## src/hdl/xmct_pkg.sv

```systemverilog
package xmct_pkg;

    localparam int VALUE_BITS = 16;
    localparam int VALUE_W    = 16;
    localparam int MEX_W      = 17;
    localparam int NODE_BITS  = VALUE_BITS + 1;
    localparam int CNT_W      = VALUE_BITS + 1;
    localparam int LVL_W      = (VALUE_BITS > 2) ? $clog2(VALUE_BITS) : 1;
    localparam int NODE_COUNT = 2 ** NODE_BITS;

    localparam logic OP_INSERT = 1'b0;
    localparam logic OP_QUERY  = 1'b1;

    typedef logic [VALUE_BITS-1:0] val_t;
    typedef logic [NODE_BITS-1:0]  node_t;
    typedef logic [CNT_W-1:0]      cnt_t;
    typedef logic [LVL_W-1:0]      lvl_t;

    typedef struct packed {
        logic clr;
        logic ins_load;
        logic qry_load;
        logic ins_read;
        logic ins_step;
        logic root_read;
        logic q_start;
        logic q_step;
    } cmd_t;

    typedef struct packed {
        logic clr_done;
        logic leaf_present;
        logic at_root;
        logic full;
        logic q_end;
    } stat_t;

    function automatic val_t to_val(input logic [VALUE_W-1:0] v);
        logic [VALUE_BITS+VALUE_W-1:0] w;
        w = {{VALUE_BITS{1'b0}}, v};
        return w[VALUE_BITS-1:0];
    endfunction

    function automatic logic [MEX_W-1:0] to_mex(input cnt_t r);
        logic [CNT_W+MEX_W-1:0] w;
        w = {{MEX_W{1'b0}}, r};
        return w[MEX_W-1:0];
    endfunction

endpackage

```

## src/hdl/xmct_ctrl.sv

```systemverilog
module xmct_ctrl (
    input  logic                clk,
    input  logic                rst_n,
    input  logic                start,
    input  logic                opcode,
    input  xmct_pkg::stat_t     stat,
    output xmct_pkg::cmd_t      cmd,
    output logic                busy,
    output logic                done
);

    localparam logic [3:0] S_CLEAR   = 4'd0;
    localparam logic [3:0] S_IDLE    = 4'd1;
    localparam logic [3:0] S_INS_RD  = 4'd2;
    localparam logic [3:0] S_INS_CHK = 4'd3;
    localparam logic [3:0] S_INS_UP  = 4'd4;
    localparam logic [3:0] S_Q_ROOT  = 4'd5;
    localparam logic [3:0] S_Q_FULL  = 4'd6;
    localparam logic [3:0] S_Q_LVL   = 4'd7;
    localparam logic [3:0] S_OUT     = 4'd8;

    logic [3:0] state_reg;
    logic [3:0] state_next;

    always_ff @(posedge clk or negedge rst_n)
    begin
        if (!rst_n)
        begin
            state_reg <= S_CLEAR;
        end
        else
        begin
            state_reg <= state_next;
        end
    end

    always_comb
    begin
        state_next = state_reg;
        cmd        = '0;
        unique case (state_reg)
            S_CLEAR:
            begin
                cmd.clr = 1'b1;
                if (stat.clr_done)
                begin
                    state_next = S_IDLE;
                end
            end
            S_IDLE:
            begin
                if (start)
                begin
                    if (opcode == xmct_pkg::OP_QUERY)
                    begin
                        cmd.qry_load = 1'b1;
                        state_next   = S_Q_ROOT;
                    end
                    else
                    begin
                        cmd.ins_load = 1'b1;
                        state_next   = S_INS_RD;
                    end
                end
            end
            S_INS_RD:
            begin
                cmd.ins_read = 1'b1;
                state_next   = S_INS_CHK;
            end
            S_INS_CHK:
            begin
                // a value already present leaves the counts alone
                if (stat.leaf_present)
                begin
                    state_next = S_IDLE;
                end
                else
                begin
                    cmd.ins_step = 1'b1;
                    state_next   = S_INS_UP;
                end
            end
            S_INS_UP:
            begin
                cmd.ins_step = 1'b1;
                if (stat.at_root)
                begin
                    state_next = S_IDLE;
                end
            end
            S_Q_ROOT:
            begin
                cmd.root_read = 1'b1;
                state_next    = S_Q_FULL;
            end
            S_Q_FULL:
            begin
                cmd.q_start = 1'b1;
                state_next  = stat.full ? S_OUT : S_Q_LVL;
            end
            S_Q_LVL:
            begin
                cmd.q_step = 1'b1;
                if (stat.q_end)
                begin
                    state_next = S_OUT;
                end
            end
            S_OUT:
            begin
                state_next = S_IDLE;
            end
            default:
            begin
                state_next = S_IDLE;
            end
        endcase
    end

    assign busy = (state_reg != S_IDLE);
    assign done = (state_reg == S_OUT);

endmodule

```

## config.mk

```make
export PLATFORM = sky130hd
export DESIGN_NAME = xmct_ctrl
export DESIGN_NICKNAME = d
export VERILOG_FILES = /design/src/hdl/xmct_pkg.sv /design/src/hdl/xmct_ctrl.sv
export SDC_FILE = /design/constraint.sdc
export NUM_CORES = 1
export LEC_CHECK = 0
export BUFFER_PORTS_ARGS = -buffer_cell sky130_fd_sc_hd__buf_4
export CORE_AREA = 10 10 47 49
export DETAILED_ROUTE_END_ITERATION = 7
export DIE_AREA = 0 0 57 59
export GPL_ROUTABILITY_DRIVEN = 1
export SYNTH_ARGS = -nofsm -noshare
export SYNTH_HDL_FRONTEND = slang
export SYNTH_SLANG_ARGS = --single-unit
```

## constraint.sdc

```tcl
create_clock -name clk -period 2.9 [get_ports clk]
set_input_delay 0.145 -clock clk [delete_from_list [all_inputs] [get_ports clk]]
set_output_delay 0.145 -clock clk [all_outputs]
set_load 0.01 [all_outputs]
```

# Word-level counts from Yosys, hierarchy flattened
# Index checks and enable logic that the tools add are counted.
totals:
  wordCells: 35
  inputBits: 9
  out_inout_bits: 10
  ff_bits: 4
op_classes:
  reduce_logical: 2
  eq_ne: 13
  mux: 19
ops:
  columns: ["op", "count"]
  rows:
  - ["case mux 4 bit (8 select lines)", 1]
  - ["two-way mux 4 bit", 5]
  - ["equality test 4 x 3 -> 1 bit, second input constant", 4]
  - ["equality test 4 x 2 -> 1 bit, second input constant", 2]
  - ["two-way mux 1 bit", 8]
  - ["!= test 2 bit, second input constant", 4]
  - ["two-way mux 3 bit", 2]
  - ["equality test 4 x 1 -> 1 bit, second input constant", 1]
  - ["equality test 4 bit, second input constant", 1]
  - ["logical NOT 4 bit", 1]
  - ["two-way mux 2 bit", 2]
  - ["!= test 4 x 1 -> 1 bit, second input constant", 1]
  - ["AND reduction 4 bit", 1]
  - ["case mux 1 bit (2 select lines)", 1]

# Depth between registers and ports, before layout
# Gate-level depths: netlist of run 1.
depth:
  depth_word: 3
  mapped_depth: 5
  ltp_nobuf: 4

# Worst setup path before layout of run 1
# No wires, ideal clock.
synth_timing:
  kind: "register to register"
  start: "register state_reg[2]"
  end: "register state_reg[2]"
  stages_incl_launch_ff: 6
  required_time_ps: 2774
  slack_ps: 1623
  arrival_time_ps: 1151
  setup_time_ps: 126
  synth_period_minus_slack_ps: 1277
  path_buffers: 1
  cell_sequence: "dfrtp_1 buf_6 nor3_1 a21oi_1 o2111a_1 a221o_1"
synth_between:
  elab_chain_len: 3
  word_cells_on_any_way: 14
  classes_between: "eq/ne: 11; mux: 1; reduce/logical: 2"
synth_rtl:
  columns: ["element", "line_no", "source"]
  rows:
  - ["from (decl)", "xmct_ctrl.sv:22", "logic [3:0] state_reg;"]
  - ["from (signal assigned)", "xmct_ctrl.sv:33", "state_reg <= state_next;"]
  - ["equality test 4 x 3 -> 1 bit (tied with other cells)", "xmct_ctrl.sv:41", "unique case (state_reg)"]
  - ["!= test 2 bit (no source line)", null, null]
  - ["AND reduction 4 bit (no source line)", null, null]
# Several ways; a longest one is shown, not always the timed one.
# A chain may end at the register's enable or synchronous reset.

==> results of run 1 <==
Yosys cell counts:
library cell	n
o21ai_1	2
nor2b_1	2
clkbuf_8	1
buf_6	1
nor2b_4	1
a31oi_1	1
o31a_1	1
nor2_1	9
o32ai_1	1
nor3_1	4
buf_4	1
nor4b_1	1
o21a_1	1
a221o_1	1
o21ai_0	1
inv_1	1
nand2b_1	3
nand3_1	1
dfrtp_1	4
mux2i_1	2
nor4_1	2
nand2_1	2
or2b_1	2
nand3b_1	1
buf_2	2
o2111a_1	2
a21oi_1	5
logic make-up after synthesis:
logic type / Yosys count
simple gates: 28
buf+inv: 6
compound gates: 15
flops: 4
mux: 2
layer usage:
metal,track usage,part of all wire,vias up
met1,0.09467,0.42,211
met4,0.05034,0.026,0
met3,0.01931,0.068,4
met2,0.1271,0.48,22
li1,-,-,236
met5,0,0,-
final cells by class:
| type | count | area, µm² |
|---|---|---|
| sequential | 4 | 100.1 |
| inverter | 1 | 3.754 |
| fill | 153 | 830.8 |
| clock buffer | 3 | 22.52 |
| multi-input combinational | 45 | 279.0 |
| tap | 16 | 20.02 |
| timing repair buffer | 19 | 145.1 |
worst max-delay path, cell delays in order (launching register included):
cell and delay [ps]:
dfrtp_1 600, nand2_1 200, nor3_1 180, a21oi_1 60, nor2_1 110, buf_4 130
through the flow:
step / hold WS, ps / utilization / area [µm²] / std cells / worst slack (ps)
after floorplan: -150.6 / - / 425.4 / 55 / 1623
after global placement: -55.95 / 0.3839 / 538.0 / 84 / 1387
after detailed placement: -53.30 / 0.3839 / 538.0 / 84 / 1322
after CTS: 130.8 / 0.4071 / 570.5 / 88 / 1245
after global routing: 155.5 / 0.4071 / 570.5 / 88 / 1113
final: 129.3 / 0.4071 / 570.5 / 88 / 1233
power by group:
| part | internal (W) | leakage, nW | switching [W] |
|---|---|---|---|
| combinational | 0.000158 | 0.196 | 0.000142 |
| sequential | 0.0000763 | 0.0510 | 0.0000742 |
| clock | 0.0000466 | 0.0138 | 0.0000270 |
| total | 0.000280 | 0.260 | 0.000243 |
worst max path at each step:
stage | end | slack (ps) | cells after the start
after floorplan | state_reg[2]$_DFFE_PN0P_ | 1620 | 5
after global placement | state_reg[2]$_DFFE_PN0P_ | 1390 | 4
after CTS | cmd[3] | 1250 | 5
after global routing | cmd[3] | 1110 | 5
after detailed placement | state_reg[2]$_DFFE_PN0P_ | 1320 | 4
final | cmd[3] | 1230 | 5
==> summary.txt, run 1 <==
Status
  – Status: complete, no violations

Die
  – Core area: 1401 µm²
  – Die Width: 57 µm
  – Initial Utilization: 0.3036
  – Die Span Y: 59 µm
  – Row Count: 14
  – Die ar.: 3363 µm²
  – Ports: 19

Critical path
  – Register-to-Register Path Depth: 4
  – CP required: 2760 ps
  – Reg2reg end: state_reg[2]$_DFFE_PN0P_
  – Data arrival, critical path: 1520 ps
  – Critical Path Start Type: flip-flop
  – R2r startpoint: state_reg[2]$_DFFE_PN0P_
  – R2R Setup Slk: 1300 ps
  – Critical path class: reg2out
  – Crit end category: output pin
  – Critical Path Start: state_reg[1]$_DFFE_PN0P_
  – Crit Path Max Fanout: 14

Detailed routing
  – # DRC: 0
  – Antenna viol nets, final: 0
  – Detailed Route WL: 1.250 mm
  – Via/cell ratio: 5.375
  – Vias: 473
  – Starting DRT DRC Count: 11
  – First drt pass iteration count: 4
  – Drt wl/cell: 14.20 µm

Timing
  – Final Max Tran Viols: 0
  – Count of final setup violators: 0
  – Worst slew margin: 0.6787
  – Period minus WS final: 1667 ps
  – Actual slew at the worst max-slew pin: 481.9 ps
  – RSZ-0062 raised after global routing: false
  – Fin crit share: 0.5749
  – Setup TNS Final: 0 ps
  – Final Hold Viols: 0
  – Clock skew: 0.3860 ps
  – Fmax: 599.8 MHz

Synthesis
  – Synth area leaders: dfrtp_1 24%, nor2_1 7.9%, a21oi_1 5.9%
  – Multiplexer share of the synthesized area: 0.04706
  – Syn Area/Cell: 7.735 µm²
  – Post-synth net total: 64
  – Largest family of logic cells by synthesized area: simple AND/OR/NAND/NOR gates
  – Yosys warns: 0
  – Sequential area share after synthesis: 0.2353
  – Distinct cell type count after synthesis: 27
  – Area leader, netlist: dfrtp_1
  – Synth Register Bits: 4
  – XOR/XNOR share of the synthesized area: 0
  – Compound-gate portion of the synthesized area: 0.2441
  – Syn Inst Count: 55
  – Area share of and/or/nand/nor cells after synthesis: 0.3647
  – Share of the synthesized area in the top cell type: 0.2353
  – Mapped Area: 425.4 µm²
  – Post-Synth Adder-Cell Area: 0

Global route
  – GRT Overall Usage: 0.08028
  – Global route overflow: 0
  – First-pass GRT wire length: 2.263 mm
  – Initial antenna violation count: 0
  – Vias in the first global route: 509
  – Largest net degree at the start of global routing: 17

Place
  – Post-DP HPWL: 968.1 µm
  – IO Port Bufs: 18
  – GPL Wtd Cong: 0.8118

Final layout
  – Number of flip-flops in the largest register: 4
  – Layout cell share with drive strength beyond 1: 0.3056
  – Most common cell after layout, fill and taps aside: buf_4
  – Most frequent cells in the layout: 18 x buf_4, 9 x nor2_1, 5 x a21oi_1
  – Area growth, synth to finish: 34.12%
  – Nets@finish: 83
  – Antenna Cells: 0

CTS
  – Post-CTS Setup Inserts: 0
  – Worst-path clk slew: 40 ps
  – CTS buffer count: 3
  – TritonCTS clock tree: yes
  – H-Tree Depth: 1
  – CTS Root Cell: clkbuf_4
  – CTS Sinks: 4
  – Post-cts sizing count: 0
  – Longest Clk Path Bufs: 2
  – Worst skew pair latency: 240 ps
  – CTS Hold Bufs: 1

Hold path
  – HP Class: in2reg
  – Hold EP: state_reg[1]$_DFFE_PN0P_
  – Hold Startpoint: stat[0]
  – Min-Delay Path Depth: 2

Power and ir drop
  – Final Power: 0.0005235 W
  – Worst VDD drop: 0.4074 mV
  – LEAKAGE: 0.2604 nW
  – Pwr/cell area: 917.5 nW/µm²

Run
  – Max-cap violations: 0
Power figures use the tool's default switching activity.
==> run 2, diff against run 1 <==
==> constraint.sdc (replaced) <==
create_clock -name clk -period 1.5 [get_ports clk]
set_input_delay 0.075 -clock clk [delete_from_list [all_inputs] [get_ports clk]]
set_output_delay 0.075 -clock clk [all_outputs]
set_load 0.01 [all_outputs]
==> summary.txt, run 2 (same netlist as run 1, synthesis figures left out) <==
Global route
  – Largest net degree at the start of global routing: 14 (-3)
  – Vias in the first global route: 494 (-2.9%)
  – Global route overflow: 0 (unchanged)
  – First-pass GRT wire length: 2.049 mm (-9.5%)
  – GRT Overall Usage: 0.07427 (-0.006010)
  – Initial antenna violation count: 0 (unchanged)

Detailed routing
  – Via/cell ratio: 5.183 (-3.6%)
  – # DRC: 0 (unchanged)
  – Vias: 482 (+1.9%)
  – First drt pass iteration count: 6 (+2)
  – Detailed Route WL: 1.240 mm (-0.80%)
  – Starting DRT DRC Count: 9 (-2)
  – Drt wl/cell: 13.33 µm (-6.1%)
  – Antenna viol nets, final: 0 (unchanged)

Final layout
  – Antenna Cells: 0 (unchanged)
  – Area growth, synth to finish: 48.82%
  – Cell area after layout: 633.1 µm² (+11%)
  – Nets@finish: 88 (+6.0%)
  – Most frequent cells in the layout: 22 x buf_4, 8 x nor2_1, 5 x a21oi_1
  – Fillers: 151 (-1.3%)
  – Most common cell after layout, fill and taps aside: buf_4
  – Number of flip-flops in the largest register: 4 (unchanged)
  – Layout cell share with drive strength beyond 1: 0.4545 (+0.1490)

Critical path
  – CP required: 1420 ps (-1340 ps)
  – Critical path class: reg2out
  – Crit end category: output pin
  – Critical Path Start Type: flip-flop
  – Data arrival, critical path: 1350 ps (-170 ps)
  – Crit Path Max Fanout: 10 (-4)

Place
  – IO Port Bufs: 18 (unchanged)
  – GPL Wtd Cong: 0.8413 (+3.6%)
  – DP Area: 568.0 µm² (+5.6%)

Timing
  – Worst Hold Margin: 67.81 ps (-61.45 ps)
  – Worst slew margin: 0.8015 (+0.1228)
  – Count of final setup violators: 0 (unchanged)
  – Clock skew: 1.009 ps (+0.6235 ps)
  – Actual slew at the worst max-slew pin: 295.0 ps (-186.9 ps)
  – RSZ-0062 raised after global routing: false
  – Final Max Tran Viols: 0 (unchanged)
  – Final Hold Viols: 0 (unchanged)
  – Period minus WS final: 1427 ps
  – Fmax: 700.7 MHz
  – Fin crit share: 0.9514
  – Setup TNS Final: 0 ps (unchanged)

Power and ir drop
  – Worst VDD drop: 0.6562 mV (+61%)
  – Pwr/cell area: 1736 nW/µm² (+89%)
  – Final Power: 0.001099 W (+110%)
  – LEAKAGE: 0.2907 nW (+12%)

Die
  – Core area: 1401 µm² (unchanged)
  – Die ar.: 3363 µm² (unchanged)
  – Die Width: 57 µm (unchanged)
  – Initial Utilization: 0.3036 (unchanged)
  – Ports: 19 (unchanged)
  – Die Span Y: 59 µm (unchanged)
  – Row Count: 14 (unchanged)

CTS
  – Worst-path clk slew: 40 ps (about the same)
  – CTS buffer count: 3 (unchanged)
  – H-Tree Depth: 1 (unchanged)
  – TritonCTS clock tree: yes
  – Worst skew pair latency: 230 ps (about the same)
  – CTS Root Cell: clkbuf_4
  – CTS Sinks: 4 (unchanged)
  – Longest Clk Path Bufs: 2 (unchanged)

Run
  – Max-cap violations: 0 (unchanged)

Status
  – Status: complete, no violations

Hold path
  – HP Class: in2reg
-- run 2: cell count changes in the layout (fill, tap and decap cells not counted), sizes merged --
cell / delta
buf: +5
-- run 2: layout make-up --
class,instances,area (µm²),share of cell area
inverter,1,3.754,0.005929
sequential,4,103.9,0.1640
tap,16,20.02,0.03162
multi-input combinational,45,296.5,0.4684
clock buffer,3,22.52,0.03557
timing repair buffer,24,186.4,0.2945
-- run 2: path summary, 6_finish.rpt --
path                                          start                        to  slack, ps  cells after the start
max                        state_reg[2]$_DFFE_PN0P_                    cmd[2]         70                      4
min                                         stat[0]  state_reg[1]$_DFFE_PN0P_         70                      2
max reg2reg                state_reg[2]$_DFFE_PN0P_  state_reg[2]$_DFFE_PN0P_        140                      5
min reg2reg                state_reg[1]$_DFFE_PN0P_  state_reg[3]$_DFFE_PN0P_        720                      2
max in group asynchronous                     rst_n  state_reg[0]$_DFFE_PN0P_       1220                      2
min in group asynchronous                     rst_n  state_reg[3]$_DFFE_PN0P_        170                      2
-- run 2: per-layer routing --
metal	global-route usage	share of wire
met2	0.1209	0.49
met4	0.04362	0.016
met1	0.07583	0.43
met5	0	0
met3	0.03648	0.069
-- run 2: report_power, final --
| group | internal, W | switching (W) | total, W |
|---|---|---|---|
| Sequential | 0.000156 | 0.0000985 | 0.000255 |
| Combinational | 0.000375 | 0.000336 | 0.000711 |
| Clock | 0.0000895 | 0.0000435 | 0.000133 |
| Total | 0.000621 | 0.000478 | 0.00110 |
-- run 2: stage by stage --
| stage | utilization | setup slack [ps] | std cells |
|---|---|---|---|
| 6_report | 0.4518 | 72.85 | 93 |
| 5_1_grt | 0.4518 | 2.829 | 93 |
| 4_1_cts | 0.4295 | 0.5697 | 92 |
| 3_5_place_dp | 0.4054 | 145.2 | 88 |
| 3_3_place_gp | 0.4054 | 155.7 | 88 |
| 2_1_floorplan | - | 222.5 | 55 |
-- run 2: what timing repair did --
item                                    CTS  global route
buffers inserted                          0             1
endpoints found under the setup margin    3             6
gates cloned                              0             0
resized for setup                         1             8
hold buffers                              1             0
endpoints found under the hold margin     4             0
-- run 2: critical path: stages (launching register included) --
cell and delay (ps):
dfrtp_2 420, buf_6 160, or2b_1 290, nor2_1 120
buf_4 130
